--- config.mk ---
export PLATFORM = sky130hd
export DESIGN_NAME = modbus_rtu_request_validator
export DESIGN_NICKNAME = d
export VERILOG_FILES = /design/src/design/mrv_pkg.sv /design/src/design/mrv_in_stage.sv /design/src/design/mrv_frame_state.sv /design/src/design/mrv_out_stage.sv /design/src/design/modbus_rtu_request_validator.sv
export VERILOG_INCLUDE_DIRS = /design/src /design/src/design
export SDC_FILE = /design/constraint.sdc
export NUM_CORES = 1
export LEC_CHECK = 0
export BUFFER_PORTS_ARGS = -buffer_cell sky130_fd_sc_hd__buf_2
export CAP_MARGIN = 30
export CORE_ASPECT_RATIO = 1.25
export CORE_MARGIN = 2
export CORE_UTILIZATION = 43
export DETAILED_ROUTE_END_ITERATION = 8
export GPL_ROUTABILITY_DRIVEN = 0
export MAX_ROUTING_LAYER = met4
export PLACE_DENSITY = 0.69
export SLEW_MARGIN = 0
export SYNTH_ARGS = -nofsm -noshare
export SYNTH_HDL_FRONTEND = slang
export SYNTH_SLANG_ARGS = --single-unit
--- constraint.sdc ---
create_clock -name clk_i -period 6.64 [get_ports clk_i]
set_clock_uncertainty 0.2 [all_clocks]
set_input_delay 0.664 -clock clk_i [delete_from_list [all_inputs] [get_ports clk_i]]
set_output_delay 0.664 -clock clk_i [all_outputs]
set_load 0.02 [all_outputs]
--- src/design/assert_macros.svh ---
// Assertion helpers for the RTL.
`ifndef ASSERT_MACROS_SVH
`define ASSERT_MACROS_SVH

// Clocked check, switched off while reset is asserted.
`define MRV_ASSERT(name, prop, msg) \
  name: assert property (@(posedge clk_i) disable iff (!rst_ni) prop) else $error(msg);

// Clocked check that also holds during reset.
`define MRV_ASSERT_ALWAYS(name, prop, msg) \
  name: assert property (@(posedge clk_i) prop) else $error(msg);

`endif

--- src/design/mrv_pkg.sv ---
`timescale 1ns / 1ps

package mrv_pkg;

  // Longest legal frame and the width of the byte position.
  localparam int unsigned MaxFrame = 256;
  localparam int unsigned PosW     = 9;
  localparam int unsigned LenW     = PosW + 1;

  // CRC-16/MODBUS.
  localparam logic [15:0] CrcInit = 16'hFFFF;
  localparam logic [15:0] CrcPoly = 16'hA001;

  // Function codes with their own rules.
  localparam logic [7:0] FnReadBitsLast = 8'd2;
  localparam logic [7:0] FnReadRegsLast = 8'd4;
  localparam logic [7:0] FnWriteCoil    = 8'd5;
  localparam logic [7:0] FnWriteReg     = 8'd6;
  localparam logic [7:0] FnWriteCoils   = 8'd15;
  localparam logic [7:0] FnWriteRegs    = 8'd16;
  localparam logic [7:0] FnUserDefined  = 8'h41;

  // Quantity limits, coil values and bus addresses.
  localparam logic [15:0] QtyBitsLimit  = 16'd254;
  localparam logic [15:0] QtyRegsLimit  = 16'd127;
  localparam logic [15:0] QtyMultLimit  = 16'd126;
  localparam logic [15:0] CoilOn        = 16'hFF00;
  localparam logic [15:0] CoilOff       = 16'h0000;
  localparam logic [7:0]  BroadcastAddr = 8'd0;
  localparam logic [7:0]  DefaultAddr   = 8'd1;

  typedef logic [PosW-1:0] pos_t;

  typedef enum logic [1:0] {
    VerdictAccept      = 2'd0,
    VerdictReject      = 2'd1,
    VerdictUnsupported = 2'd2
  } verdict_e;

  typedef enum logic [1:0] {
    CrcUndecided = 2'd0,
    CrcMatch     = 2'd1,
    CrcMismatch  = 2'd2
  } crc_state_e;

  // One received word.
  typedef struct packed {
    logic [7:0] data;
    logic       last;
  } word_t;

  // Frame summary handed to the result register.
  typedef struct packed {
    verdict_e   verdict;
    logic       addr_match;
    logic [7:0] func;
    pos_t       length;
  } result_t;

  // Fold one byte into the CRC, all eight shifts in one go.
  function automatic logic [15:0] crc_feed(logic [15:0] crc, logic [7:0] b);
    logic [15:0] c;
    c = crc ^ {8'h00, b};
    for (int k = 0; k < 8; k++) begin
      if (c[0]) begin
        c = (c >> 1) ^ CrcPoly;
      end else begin
        c = c >> 1;
      end
    end
    return c;
  endfunction

endpackage

--- src/design/mrv_in_stage.sv ---
`timescale 1ns / 1ps

module mrv_in_stage (
  input  logic          clk_i,
  input  logic          rst_ni,
  input  logic          in_valid_i,
  output logic          in_ready_o,
  input  logic [7:0]    data_byte_i,
  input  logic          frame_end_i,
  input  logic          res_free_i,
  output logic          advance_o,
  output mrv_pkg::word_t word_o
);
  import mrv_pkg::*;

  logic  valid_q;
  word_t word_q;

  // A non-final word never waits; a final one waits for a free result slot.
  assign advance_o  = valid_q && (!word_q.last || res_free_i);
  assign in_ready_o = !valid_q || advance_o;
  assign word_o     = word_q;

  // Hold the word until the frame logic has consumed it.
  always_ff @(posedge clk_i or negedge rst_ni) begin
    if (!rst_ni) begin
      valid_q <= 1'b0;
    end else if (in_ready_o) begin
      valid_q <= in_valid_i;
    end
  end

  always_ff @(posedge clk_i) begin
    if (in_ready_o && in_valid_i) begin
      word_q.data <= data_byte_i;
      word_q.last <= frame_end_i;
    end
  end

endmodule

--- src/design/mrv_frame_state.sv ---
`timescale 1ns / 1ps

module mrv_frame_state (
  input  logic              clk_i,
  input  logic              rst_ni,
  input  logic              advance_i,
  input  mrv_pkg::word_t    word_i,
  input  logic [7:0]        device_address_i,
  output mrv_pkg::result_t  result_o
);
  import mrv_pkg::*;

  pos_t        pos_q, pos_d;
  logic [15:0] crc_q, crc_d;
  logic [7:0]  held0_q, held0_d, held1_q, held1_d;
  logic [7:0]  slave_q, slave_d, func_q, func_d, count_q, count_d;
  logic [15:0] qty_q, qty_d;
  crc_state_e  crcv_q, crcv_d;

  logic            in_range, crc_run, tail_match, ok;
  logic [LenW-1:0] pos_inc, check_len;
  verdict_e        verdict;

  // Capture header fields and advance the CRC two bytes behind.
  always_comb begin
    in_range = pos_q <= PosW'(MaxFrame);
    crc_run  = pos_q < PosW'(MaxFrame);
    pos_inc  = {1'b0, pos_q} + LenW'(1);
    slave_d  = slave_q;
    func_d   = func_q;
    qty_d    = qty_q;
    count_d  = count_q;
    crc_d    = crc_q;
    held0_d  = held0_q;
    held1_d  = held1_q;
    pos_d    = pos_q;
    if (in_range) begin
      if (pos_q == PosW'(0)) slave_d = word_i.data;
      if (pos_q == PosW'(1)) func_d = word_i.data;
      if (pos_q == PosW'(4)) qty_d[15:8] = word_i.data;
      if (pos_q == PosW'(5)) qty_d[7:0] = word_i.data;
      if (pos_q == PosW'(6)) count_d = word_i.data;
      if (crc_run) begin
        if (pos_q >= PosW'(2)) crc_d = crc_feed(crc_q, held0_q);
        held0_d = held1_q;
        held1_d = word_i.data;
      end
      pos_d = pos_inc[PosW-1:0];
    end
  end

  // Length at which the trailing CRC is checked; zero when not fixed.
  always_comb begin
    priority if (func_d <= FnWriteReg) begin
      check_len = LenW'(8);
    end else if (func_d == FnWriteCoils || func_d == FnWriteRegs) begin
      check_len = LenW'(9) + {2'b00, count_d};
    end else begin
      check_len = '0;
    end
  end

  // Latch the CRC verdict once the checked length is reached.
  always_comb begin
    tail_match = {held1_d, held0_d} == crc_d;
    crcv_d     = crcv_q;
    if (in_range && crc_run && crcv_q == CrcUndecided && pos_inc == check_len) begin
      crcv_d = tail_match ? CrcMatch : CrcMismatch;
    end
  end

  // Judge the frame as it stands after this byte.
  always_comb begin
    ok = crcv_d == CrcMatch;
    priority if (pos_d > PosW'(MaxFrame)) begin
      verdict = VerdictReject;
    end else if (func_d <= FnReadBitsLast) begin
      verdict = (qty_d < QtyBitsLimit && ok) ? VerdictAccept : VerdictReject;
    end else if (func_d <= FnReadRegsLast) begin
      verdict = (qty_d < QtyRegsLimit && ok) ? VerdictAccept : VerdictReject;
    end else if (func_d == FnWriteCoil) begin
      verdict = ((qty_d == CoilOn || qty_d == CoilOff) && ok) ? VerdictAccept
                                                              : VerdictReject;
    end else if (func_d == FnWriteReg) begin
      verdict = ok ? VerdictAccept : VerdictReject;
    end else if (func_d == FnWriteCoils) begin
      verdict = (count_d != 8'd0 && qty_d != 16'd0 && ok) ? VerdictAccept : VerdictReject;
    end else if (func_d == FnWriteRegs) begin
      verdict = (qty_d != 16'd0 && qty_d < QtyMultLimit &&
                 {8'h00, count_d} == {qty_d[14:0], 1'b0} && ok) ? VerdictAccept
                                                                 : VerdictReject;
    end else if (func_d == FnUserDefined) begin
      verdict = (pos_d >= PosW'(3) && tail_match) ? VerdictAccept : VerdictReject;
    end else begin
      verdict = VerdictUnsupported;
    end
  end

  assign result_o.verdict    = verdict;
  assign result_o.addr_match = (slave_d == device_address_i) || (slave_d == BroadcastAddr);
  assign result_o.func       = func_d;
  assign result_o.length     = pos_d;

  // Advance on each word; clear everything after the final one.
  always_ff @(posedge clk_i or negedge rst_ni) begin
    if (!rst_ni) begin
      pos_q   <= '0;
      crc_q   <= CrcInit;
      held0_q <= '0;
      held1_q <= '0;
      slave_q <= '0;
      func_q  <= '0;
      qty_q   <= '0;
      count_q <= '0;
      crcv_q  <= CrcUndecided;
    end else if (advance_i) begin
      if (word_i.last) begin
        pos_q   <= '0;
        crc_q   <= CrcInit;
        held0_q <= '0;
        held1_q <= '0;
        slave_q <= '0;
        func_q  <= '0;
        qty_q   <= '0;
        count_q <= '0;
        crcv_q  <= CrcUndecided;
      end else begin
        pos_q   <= pos_d;
        crc_q   <= crc_d;
        held0_q <= held0_d;
        held1_q <= held1_d;
        slave_q <= slave_d;
        func_q  <= func_d;
        qty_q   <= qty_d;
        count_q <= count_d;
        crcv_q  <= crcv_d;
      end
    end
  end

endmodule

--- src/design/mrv_out_stage.sv ---
`timescale 1ns / 1ps

module mrv_out_stage (
  input  logic             clk_i,
  input  logic             rst_ni,
  input  logic             load_i,
  input  mrv_pkg::result_t result_i,
  output logic             free_o,
  output logic             out_valid_o,
  input  logic             out_ready_i,
  output mrv_pkg::result_t result_o
);
  import mrv_pkg::*;

  logic    valid_q;
  result_t result_q;

  assign free_o      = !valid_q || out_ready_i;
  assign out_valid_o = valid_q;
  assign result_o    = result_q;

  // Hold the result word until it is taken.
  always_ff @(posedge clk_i or negedge rst_ni) begin
    if (!rst_ni) begin
      valid_q <= 1'b0;
    end else if (free_o) begin
      valid_q <= load_i;
    end
  end

  always_ff @(posedge clk_i) begin
    if (free_o && load_i) begin
      result_q <= result_i;
    end
  end

endmodule

--- src/design/modbus_rtu_request_validator.sv ---
`timescale 1ns / 1ps
// Modbus RTU request checker. Takes one frame byte per clock with no gaps
// needed, and on the byte marked as frame end returns one result word:
// accept, reject or unsupported function, an address-match flag, the
// function code and the length (saturating at 257). The CRC-16/MODBUS
// update for a byte is combinational, which sets the rate of one byte per
// cycle; a result is registered in the output stage once its final byte
// leaves the input register. A waiting result holds back the next final
// byte and the bytes behind it, but not the bytes of the frame before it.
// Write device_address only while no frame is open.
`include "assert_macros.svh"

module modbus_rtu_request_validator (
  input  logic       clk_i,
  input  logic       rst_ni,
  input  logic       cfg_we_i,
  input  logic [7:0] cfg_wdata_i,
  input  logic       in_valid_i,
  output logic       in_ready_o,
  input  logic [7:0] data_byte_i,
  input  logic       frame_end_i,
  output logic       out_valid_o,
  input  logic       out_ready_i,
  output logic [1:0] verdict_o,
  output logic       address_match_o,
  output logic [7:0] function_code_o,
  output logic [8:0] frame_length_o
);
  import mrv_pkg::*;

  logic       final_load;
  logic [7:0] dev_addr_q;
  logic       res_free, advance;
  word_t      word;
  result_t    res_next, res_out;

  // Slave address register.
  always_ff @(posedge clk_i or negedge rst_ni) begin
    if (!rst_ni) begin
      dev_addr_q <= DefaultAddr;
    end else if (cfg_we_i) begin
      dev_addr_q <= cfg_wdata_i;
    end
  end

  // Flag a final word leaving the input register; it loads the result register and feeds the checks below.
  assign final_load = advance && word.last;

  mrv_in_stage u_in (
    .clk_i       (clk_i),
    .rst_ni      (rst_ni),
    .in_valid_i  (in_valid_i),
    .in_ready_o  (in_ready_o),
    .data_byte_i (data_byte_i),
    .frame_end_i (frame_end_i),
    .res_free_i  (res_free),
    .advance_o   (advance),
    .word_o      (word)
  );

  mrv_frame_state u_frame (
    .clk_i            (clk_i),
    .rst_ni           (rst_ni),
    .advance_i        (advance),
    .word_i           (word),
    .device_address_i (dev_addr_q),
    .result_o         (res_next)
  );

  mrv_out_stage u_out (
    .clk_i       (clk_i),
    .rst_ni      (rst_ni),
    .load_i      (final_load),
    .result_i    (res_next),
    .free_o      (res_free),
    .out_valid_o (out_valid_o),
    .out_ready_i (out_ready_i),
    .result_o    (res_out)
  );

  assign verdict_o       = res_out.verdict;
  assign address_match_o = res_out.addr_match;
  assign function_code_o = res_out.func;
  assign frame_length_o  = res_out.length;

  // A final word only leaves the input register into a free result slot.
  `MRV_ASSERT(a_final_needs_slot, final_load |-> res_free, "final word without slot")
  // A loaded final word is presented on the next cycle.
  `MRV_ASSERT(a_load_shows, final_load |=> out_valid_o, "result not presented")
  // No frame is ever empty or longer than the saturation value.
  `MRV_ASSERT(a_len_range,
    out_valid_o |-> (frame_length_o != 9'd0 && frame_length_o <= 9'd257),
    "frame length out of range")
  // An accepted frame has a legal length and a one-byte frame is rejected.
  `MRV_ASSERT(a_accept_len,
    (out_valid_o && verdict_o == VerdictAccept) |->
      (frame_length_o >= 9'd3 && frame_length_o <= 9'd256),
    "accepted frame of illegal length")
  // Nothing is presented on the first edge after reset is released.
  `MRV_ASSERT_ALWAYS(a_reset_idle, $rose(rst_ni) |-> !out_valid_o, "result valid after reset")

endmodule

==> flow_metrics.py, run 1 <==
metrics = {
    "timing": {
        "fin_hold_ws_ns": 0.208,
        "finalMaxSlewViolations": 0,
        "hold_violations": 0,
        "relSlewSlack_pct": 27.3,
        "period_needed_ns": 5.42,
        "rsz0062_at_grt": "no",
        "tns_ns": 0,
        "finalSetupViolations": 0,
        "fmax_ghz": 0.184,
        "tightest_slew_ns": 1.06,
        "period_share_pct": 81.6,
    },
    "floorplanning": {
        "initial_utilization_pct": 43.4,
        "boundaryPins": 44,
        "die_h_um": 155,
        "coreArea_mm2": 0.0180,
        "die_x_um": 124,
        "rows": 55,
        "dieArea_mm2": 0.0192,
    },
    "synthesis": {
        "synth_fa_ha_area_share_pct": 0.963,
        "synth.largest_area_cell": "dfrtp_1",
        "synth-simple-area-share_pct": 19.1,
        "synth_compound_area_share_pct": 18.3,
        "muxShareOfSynthArea_pct": 7.22,
        "synth_top_family_by_area": "simple AND/OR/NAND/NOR gates",
        "yosysSeqAreaShare_pct": 41.3,
        "synth-seq-cells": 122,
        "yosys.area.top_type_share_pct": 24.4,
        "synth_edf_count": 29,
        "syn_nets": 866,
        "ys_types": 69,
        "syn_area_per_cell_um2": 9.30,
        "synth_ff_type": "dfrtp_1",
        "synthArstFlopShare_pct": 76.2,
        "syn-cell-area_mm2": 0.00779,
        "synth_xor_area_share_pct": 8.93,
        "syn-instance-count": 838,
        "ys_warn_count": 0,
        "synthTopCellsByArea": "dfrtp_1 24%, edfxtp_1 11%, dfstp_2 5.7%",
    },
    "setup_path": {
        "r2r_cells": 19,
        "crit_path_start": "u_frame.pos_q[0]",
        "path_class": "reg2reg",
        "path_max_fanout": 17,
        "reg2reg_from": "u_frame.pos_q[0]",
        "arrival_ns": 5.39,
        "rr_endpoint": "u_out.result_o[18]",
        "cp-end-kind": "flop",
        "r2r_setup_slack_ns": 1.22,
        "setup.worst_path.start_class": "flop",
        "cp_data_required_time_ns": 6.61,
    },
    "worst_hold_path": {
        "min_delay_path_depth": 1,
        "hold_path.class": "in2reg",
        "worstHoldStart": "data_byte_i[3]",
        "hold_end": "u_in.word_o[4]",
    },
    "routing": {
        "wl_met2_um": 10500,
        "drt-pass1-iter-count": 5,
        "wl_met1_um": 8590,
        "vias_per_cell": 6.00,
        "drt_iter0_markers": 581,
        "final_antenna_net_count": 0,
        "met3_length_um": 1090,
        "top_layer": "met4",
        "num_vias": 6602,
        "route.detailed.drc": 0,
        "drt-total-wl_um": 21200,
        "routedWlPerCell_um": 19.2,
    },
    "placement": {
        "postPlaceCellArea_mm2": 0.00821,
        "post-dp-hpwl_um": 14000,
        "port_buffers": 43,
    },
    "global_route": {
        "grt_pass1_wl_um": 34400,
        "grt_pass1_vias": 6553,
        "grt_remaining_overflow": 0,
        "antenna_found_initial": 0,
        "grt_max_degree": 59,
        "track_usage_pct": 23.0,
    },
    "finish": {
        "fill_cells": 1644,
        "seq_area_mm2": 0.00322,
        "multiInputGateArea_mm2": 0.00425,
        "syn2layout_area_growth_pct": 13.0,
        "nets": 887,
        "postLayoutCellArea_mm2": 0.00880,
        "diodes": 0,
        "final_util_pct": 49.0,
        "final_layout_size_suffix_gt1_share_pct": 15.1,
    },
    "clock_tree": {
        "clkSinkCount": 122,
        "h-tree-depth": 4,
        "cts_tree": "done",
        "cts_root_buffer": "clkbuf_16",
        "cts_buffers": 17,
        "ctsLongestPathBuffers": 2,
        "cts_resized": 0,
        "clkLatencyLatePin_ns": 0.43,
        "clk_pin_slew_worst_paths_ns": 0.06,
    },
    "power_and_ir_drop": {
        "power-per-cell-area_mw_per_mm2": 369,
        "p_leak_nw": 3.71,
        "total_power_mw": 3.24,
        "ir_drop_v": 0.000172,
    },
    "job": {
        "drv_cap": 0,
    },
    "status": {
        "status": "finished clean",
    },
}
[worst max-delay path: stages (launching register included)]
cell	delay, ns
dfrtp_1	0.43
inv_1	0.22
ha_1	0.20
nor4b_1	0.30
nand2_1	0.11
buf_4	0.23
mux2i_1	0.42
inv_1	0.09
ha_1	0.31
a21oi_1	0.35
xnor2_1	0.14
mux2i_1	0.19
mux2i_1	0.09
or4_1	0.50
a211o_1	0.33
a2111oi_2	0.33
a32oi_1	0.23
nor3_1	0.23
o211a_1	0.16
o311ai_1	0.09
[metal layers]
metal	track usage, %	vias up
met5	-	-
met4	12.6	0
met3	4.19	72
met2	37.2	217
met1	27.2	3192
li1	-	3121
[worst max-delay path by stage]
stage / to / slack [ns] / cells past startpoint
detailed placement: u_out.result_o[18] / 1.30 / 19
finish: u_out.result_o[18] / 1.22 / 19
CTS: u_out.result_o[18] / 1.26 / 19
floorplan: u_out.result_o[18] / 1.56 / 20
global route: u_out.result_o[18] / 0.68 / 19
global placement: u_out.result_o[18] / 1.40 / 19
[layout make-up]
cell class	count	area share, %
clock buffers	21	5.47
clock inverters	11	1.22
inverters	25	1.07
multi-input cells	631	48.3
flip-flops and latches	122	36.6
well taps	228	3.24
repair buffers	62	4.16
[timing repair]
action                                  in CTS  in global routing
endpoints found under the hold margin       21                  0
buffers inserted                             0                  0
hold buffers                                 1                  0
endpoints found under the setup margin       0                  0
[cell usage in the layout (no fill, tap or decap), types with 25 or more instances in the layout]
cell type,Yosys,routed
a21oi_1,49,49
and3_1,28,28
buf_2,0,42
dfrtp_1,76,76
edfxtp_1,29,29
inv_1,25,25
mux2i_1,39,39
nand2_1,75,74
nor2_1,34,34
nor3_1,27,27
o21ai_0,58,58
xnor2_1,39,39
xor2_1,30,30
[state kept, by name, indices dropped and copies added (netlist names)]
| register | cells |
|---|---|
| u_out.result_o | 20 |
| u_frame.pos_q | 9 |
| u_frame.count_q | 8 |
| dev_addr_q | 8 |
| u_frame.held1_q | 8 |
| u_frame.slave_q | 8 |
| u_frame.crcv_q | 2 |
| u_in.valid_q | 1 |
| u_frame.held0_q | 8 |
| u_frame.crc_q | 16 |
| u_out.out_valid_o | 1 |
| u_in.word_o | 9 |
| u_frame.func_q | 8 |
| u_frame.qty_q | 16 |
[cell families (layout without fill, tap and decap cells)]
family	Yosys count	in the layout
mux	54	54
fa+ha+maj	6	6
flops	122	122
buf+inv	85	119
compound gates	217	217
simple gates	281	281
xor+xnor	73	73
[power by group]
group          internal, mW  leakage (nW)  switching [mW]
clock network         0.561         0.290           0.362
registers             0.936          1.47           0.148
logic                 0.562          1.95           0.675
total                  2.06          3.71            1.19
[per-stage QoR]
| stage | cells | setup slack [ns] |
|---|---|---|
| 3_5_place_dp | 1067 | 1.30 |
| 4_1_cts | 1100 | 1.26 |
| 5_1_grt | 1100 | 0.684 |
| 2_1_floorplan | 838 | 1.56 |
| 3_3_place_gp | 1066 | 1.40 |
| 6_report | 1100 | 1.22 |
[cells in the mapped netlist, drive strengths merged (3+ instances only)]
cell,instances
xnor3,3
nand4,18
nor2,34
a21o,4
nor4b,6
or4,3
a22oi,6
o22ai,7
and2,8
buf,5
o22a,21
nand2,75
a21oi,49
a31oi,12
dfstp,17
a211oi,4
dfrtp,76
inv,25
or3,7
a22o,21
xnor2,39
nand2b,6
a211o,3
clkbuf,55
a41oi,3
nor4,21
edfxtp,29
o21ai,62
ha,6
a32oi,3
o21a,5
and3,28
mux2,15
nor2b,17
nand3,21
mux2i,39
nor3,27
xor2,30
Power figures use the tool's default switching activity.
==> run 2: changes to the inputs <==
ABC_AREA = 1   (was not set)
clock period = 5.02 ns   (was 6.64 ns; I/O delays follow)
==> flow_metrics.py, run 2 <==
metrics = {
    "setup_path": {
        "rr_endpoint": "u_out.result_o[18]",
        "crit_path_start": "u_frame.pos_q[0]",
        "slowest_delay_ns": 0.64,
        "worst-path-buf-inv": 4,
        "r2r_setup_slack_ns": 0.74,
        "path_max_fanout": 13,
        "path_common_cell": "nand2_1",
        "setup.worst_path.start_class": "flop",
        "r2r_cells": 23,
        "slowest_stage": "o21ai_1",
        "path_class": "reg2reg",
        "arrival_ns": 4.25,
        "reg2reg_from": "u_frame.pos_q[0]",
        "cp.depth": 23,
        "critical-path-top-delay-family": "simple AND/OR/NAND/NOR gates",
        "crit_chain": "inv_1 -> ha_1 -> inv_1 -> nor2_1 -> nand4_1 -> o21ai_1 -> inv_1 -> nand2_1 -> nand2_1 -> inv_1 -> nand2_1 -> nand2_1 -> nand2_1 -> nor2_1 -> nand3_1 -> nor2_1 -> nand2_1 -> nand2_2 -> nand2_2 -> nor2_2 -> o211ai_1 -> a21oi_1 -> nand2_1",
        "cp_data_required_time_ns": 5.00,
        "cp-end-kind": "flop",
    },
    "floorplanning": {
        "rows": 53,
        "dieArea_mm2": 0.0184,
        "coreArea_mm2": 0.0169,
        "die_x_um": 122,
        "die_h_um": 151,
        "boundaryPins": 44,
        "initial_utilization_pct": 44.0,
    },
    "clock_tree": {
        "cts_tree": "done",
        "cts_setup_buffers": 0,
        "cts_resized": 0,
        "h-tree-depth": 4,
        "ctsLongestPathBuffers": 2,
        "clkLatencyLatePin_ns": 0.43,
        "clk_pin_slew_worst_paths_ns": 0.06,
        "clkSinkCount": 122,
        "cts_root_buffer": "clkbuf_16",
        "cts_hold_buf": 1,
        "cts_buffers": 17,
    },
    "synthesis": {
        "yosysSeqAreaShare_pct": 43.3,
        "yosys.area.top_type_share_pct": 25.6,
        "synthArstFlopShare_pct": 76.2,
        "synth.largest_area_cell": "dfrtp_1",
        "synth_edf_count": 29,
        "syn-cell-area_mm2": 0.00744,
        "synth_common_cells": "302 x nand2_1, 158 x inv_1, 78 x nand3_1",
        "synth-seq-cells": 122,
        "syn-instance-count": 1018,
        "ys_warn_count": 0,
        "synth_most_common_cell": "nand2_1",
        "syn_nets": 1046,
        "synthTopCellsByArea": "dfrtp_1 26%, nand2_1 15%, edfxtp_1 12%",
        "synth_ff_type": "dfrtp_1",
        "ys_types": 40,
        "syn_area_per_cell_um2": 7.31,
    },
    "worst_hold_path": {
        "worstHoldStart": "frame_end_i",
        "min_delay_path_depth": 1,
        "hold_path.class": "in2reg",
        "hold_end": "u_in.word_o[0]",
    },
    "routing": {
        "drt-pass1-iter-count": 6,
        "drt-total-wl_um": 19100,
        "route.detailed.drc": 0,
        "num_vias": 6791,
        "final_antenna_net_count": 0,
        "routedWlPerCell_um": 14.8,
        "drt_iter0_markers": 553,
        "vias_per_cell": 5.27,
    },
    "placement": {
        "dp_cells": 1255,
        "port_buffers": 43,
        "post-dp-hpwl_um": 13400,
    },
    "timing": {
        "hold_violations": 0,
        "period_share_pct": 85.2,
        "finalSetupViolations": 0,
        "relSlewSlack_pct": 45.3,
        "period_needed_ns": 4.28,
        "fmax_ghz": 0.234,
        "tns_ns": 0,
        "tightest_slew_ns": 0.819,
        "rsz0062_at_grt": "no",
        "finalMaxSlewViolations": 0,
    },
    "power_and_ir_drop": {
        "p_sw_share_pct": 40.5,
        "power-per-cell-area_mw_per_mm2": 538,
        "clkPwrFrac_pct": 27.7,
        "p_leak_nw": 4.28,
        "power.switching_mw": 1.84,
        "ir_drop_v": 0.000235,
        "internal_power_mw": 2.70,
        "combinationalPowerShare_pct": 41.7,
        "power_frac_seq_pct": 30.5,
    },
    "job": {
        "drv_cap": 0,
    },
    "finish": {
        "mostFrequentLayoutCells": "302 x nand2_1, 157 x inv_1, 78 x nand3_1",
        "final_util_pct": 50.0,
        "final_layout_size_suffix_gt1_share_pct": 11.9,
        "layout_commonest_cell": "nand2_1",
        "multiInputGateArea_mm2": 0.00344,
        "instances_no_fill": 1288,
        "fill_cells": 1636,
        "diodes": 0,
        "seq_area_mm2": 0.00322,
        "syn2layout_area_growth_pct": 13.6,
        "largest_reg_flops": 20,
        "nets": 1083,
    },
    "global_route": {
        "antenna_found_initial": 0,
        "grt_pass1_vias": 6413,
        "grt_pass1_wl_um": 31200,
        "track_usage_pct": 22.5,
        "grt_remaining_overflow": 0,
        "grt_max_degree": 67,
    },
    "status": {
        "status": "finished clean",
    },
}
[run 2: cell type report]
type / instances / share of cell area, %
inverters: 164 / 7.31
clock inverters: 6 / 0.977
repair buffers: 51 / 3.46
flip-flops and latches: 122 / 38.1
multi-input cells: 699 / 40.6
well taps: 220 / 3.26
clock buffers: 26 / 6.27
[run 2: power groups by stage]
| stage | sequential [mW] | combinational (mW) | clock (mW) |
|---|---|---|---|
| global placement | 1.40 | 1.83 | 0 |
| detailed placement | 1.40 | 1.86 | 0 |
| global route | 1.41 | 2.16 | 1.32 |
| finish | 1.39 | 1.90 | 1.26 |
| CTS | 1.39 | 1.88 | 1.27 |
| floorplan | 1.40 | 1.45 | 0 |
[run 2: worst max-delay path by stage]
stage / to / slack, ns
2_1_floorplan: u_out.result_o[18] / 1.68
3_3_place_gp: u_out.result_o[18] / 0.85
3_5_place_dp: u_out.result_o[18] / 0.85
4_1_cts: u_out.result_o[18] / 0.83
5_1_grt: u_out.result_o[18] / 0.36
6_report: u_out.result_o[18] / 0.74
[run 2: worst reg2reg max path: stages (launching register included)]
cell and delay, ns:
dfrtp_1 0.41, inv_1 0.22, ha_1 0.18, inv_1 0.07, nor2_1 0.11, nand4_1 0.51
o21ai_1 0.64, inv_1 0.28, nand2_1 0.13, nand2_1 0.05, inv_1 0.07, nand2_1 0.05
nand2_1 0.05, nand2_1 0.05, nor2_1 0.09, nand3_1 0.08, nor2_1 0.18, nand2_1 0.10
nand2_2 0.09, nand2_2 0.08, nor2_2 0.10, o211ai_1 0.09, a21oi_1 0.14, nand2_1 0.06
[run 2: cell families (layout without fill, tap and decap cells)]
family                   count (synthesis)  count (layout)  share of synthesized area (%)
XOR/XNOR                                25              25                           2.94
buffers and inverters                  197             247                           10.6
multiplexers                             1               1                          0.151
AND/OR/NAND/NOR                        497             497                           29.0
flip-flops                             122             122                           43.3
AO/OA/AOI/OAI                          170             170                           13.0
adder cells (fa/ha/maj)                  6               6                           1.01
[run 2: per-stage QoR]
| step | total power, mW | setup WS (ns) | hold WS, ns | area [um2] |
|---|---|---|---|---|
| floorplan | 2.84 | 1.68 | 0.00641 | 7440 |
| detailed placement | 3.26 | 0.846 | 0.274 | 7830 |
| global route | 4.89 | 0.358 | 0.0389 | 8450 |
| CTS | 4.54 | 0.825 | 0.0377 | 8450 |
| global placement | 3.23 | 0.847 | 0.266 | 7810 |
| finish | 4.54 | 0.744 | 0.0435 | 8450 |
[run 2: layer usage]
layer / up-vias / GRT usage [%] / wire length, um
met4: 0 / 9.48 / 553
li1: 3419 / - / -
met2: 205 / 38.4 / 9540
met1: 3116 / 26.4 / 8040
met3: 51 / 3.69 / 925
met5: - / - / 0
==> run 3: changes to the inputs <==
ABC_AREA = not set   (was 1)
GPL_ROUTABILITY_DRIVEN = not set   (was 0)
SKIP_CTS_REPAIR_TIMING = 1   (was not set)
==> flow_metrics.py, run 3 (synthesis gave the netlist of run 1 again) <==
metrics = {
    "finish": {
        "final_layout_size_suffix_gt1_share_pct": 17.6,
        "instances_no_fill": 1118,
        "nets": 905,
        "syn2layout_area_growth_pct": 15.4,
        "largest_reg_flops": 20,
        "final_util_pct": 50.1,
        "mostFrequentLayoutCells": "75 x dfrtp_1, 74 x nand2_1, 58 x o21ai_0",
        "layout_commonest_cell": "dfrtp_1",
        "diodes": 0,
        "fill_cells": 1629,
    },
    "routing": {
        "drt-pass1-iter-count": 5,
        "routedWlPerCell_um": 19.7,
        "drt-total-wl_um": 22000,
        "drt_iter0_markers": 625,
        "num_vias": 6704,
        "route.detailed.drc": 0,
        "vias_per_cell": 6.00,
        "final_antenna_net_count": 0,
    },
    "power_and_ir_drop": {
        "power-per-cell-area_mw_per_mm2": 484,
        "p_leak_nw": 3.82,
        "ir_drop_v": 0.000278,
    },
    "timing": {
        "period_share_pct": 92.0,
        "fmax_ghz": 0.216,
        "rsz0062_at_grt": "no",
        "finalMaxSlewViolations": 0,
        "finalSetupViolations": 0,
        "hold_violations": 0,
        "relSlewSlack_pct": 36.9,
        "period_needed_ns": 4.62,
        "tightest_slew_ns": 0.946,
        "tns_ns": 0,
    },
    "placement": {
        "port_buffers": 43,
        "place_congestion": 0.971,
        "dp_cells": 1083,
        "post-dp-hpwl_um": 14900,
    },
    "global_route": {
        "grt_remaining_overflow": 0,
        "grt_pass1_vias": 6718,
        "antenna_found_initial": 0,
        "grt_pass1_wl_um": 35300,
        "grt_max_degree": 59,
        "track_usage_pct": 23.7,
    },
    "clock_tree": {
        "cts_buffers": 17,
        "ctsLongestPathBuffers": 2,
        "clkLatencyLatePin_ns": 0.43,
        "cts_tree": "done",
        "h-tree-depth": 4,
        "clkSinkCount": 122,
        "cts_root_buffer": "clkbuf_16",
        "clk_pin_slew_worst_paths_ns": 0.06,
    },
    "floorplanning": {
        "rows": 55,
        "initial_utilization_pct": 43.4,
        "dieArea_mm2": 0.0192,
        "boundaryPins": 44,
        "die_h_um": 155,
        "coreArea_mm2": 0.0180,
        "die_x_um": 124,
    },
    "setup_path": {
        "reg2reg_from": "u_frame.pos_q[0]",
        "path_class": "reg2reg",
        "r2r_setup_slack_ns": 0.40,
        "rr_endpoint": "u_out.result_o[18]",
        "r2r_cells": 19,
        "crit_end": "u_out.result_o[18]",
        "path_max_fanout": 8,
        "crit_path_start": "u_frame.pos_q[0]",
        "arrival_ns": 4.59,
        "setup.worst_path.start_class": "flop",
        "cp-end-kind": "flop",
        "cp_data_required_time_ns": 4.99,
    },
    "status": {
        "status": "finished clean",
    },
    "job": {
        "drv_cap": 0,
    },
    "worst_hold_path": {
        "hold_path.class": "in2reg",
    },
}
==> run 3: cell types whose count changed in the layout (fill, tap and decap cells not counted), moves of 32 or more <==
cell / change
xnor2_1: +32
o22ai_1: -55
mux2i_1: +39
inv_1: -132
nand3_1: -57
nand2_1: -228
==> run 3: area by class of cell <==
cell class | instances | area, um2 | share of cell area [%]
repair buffers | 80 | 505 | 5.62
multi-input cells | 631 | 4280 | 47.6
flip-flops and latches | 122 | 3220 | 35.8
well taps | 228 | 285 | 3.17
clock inverters | 12 | 120 | 1.34
inverters | 25 | 93.8 | 1.04
clock buffers | 20 | 489 | 5.44
==> run 3: per-stage QoR <==
stage | power, mW | instance area, um2 | worst slack (ns) | hold WS, ns
final | 4.35 | 9000 | 0.401 | 0.0418
after global routing | 4.63 | 9000 | 0.0332 | 0.0315
after CTS | 4.35 | 8940 | -0.00878 | -0.152
after global placement | 3.07 | 8310 | 0.239 | 0.255
after floorplan | 2.68 | 7790 | 0.000405 | 0.00641
after detailed placement | 3.09 | 8330 | 0.0913 | 0.263
==> run 3: worst min path at each step <==
stage                       startpoint                 end  cells past startpoint
floorplan                       rst_ni       dev_addr_q[1]                      0
global placement    u_frame.slave_q[4]  u_frame.slave_q[4]                      2
detailed placement  u_frame.slave_q[4]  u_frame.slave_q[4]                      2
CTS                             rst_ni   u_frame.qty_q[10]                      1
global route            data_byte_i[5]      u_in.word_o[6]                      1
finish                  data_byte_i[5]      u_in.word_o[6]                      1
==> run 3: power breakdown <==
part | total [mW] | internal [mW] | switching (mW)
Combinational | 1.66 | 0.759 | 0.903
Sequential | 1.43 | 1.24 | 0.191
Clock | 1.26 | 0.764 | 0.497
Total | 4.35 | 2.76 | 1.59
==> run 3: metal layers <==
metal	GRT usage (%)	wire [um]
met4	13.1	1010
met1	27.5	8900
met2	38.8	11000
met3	4.60	1150
met5	-	0
==> run 3: worst max-delay path, stage by stage (launching register included) <==
cell and delay [ns]:
dfrtp_1 0.38, inv_1 0.08, ha_1 0.16, nor4b_2 0.24, nand2_1 0.09, buf_4 0.18
mux2i_1 0.19, inv_1 0.07, ha_2 0.26, a21oi_2 0.23, xnor2_1 0.09, mux2i_1 0.20
mux2i_1 0.10, or4_1 0.50, a211o_1 0.32, a2111oi_2 0.38, a32oi_2 0.23, nor3_1 0.22
o211a_1 0.16, o311ai_1 0.09
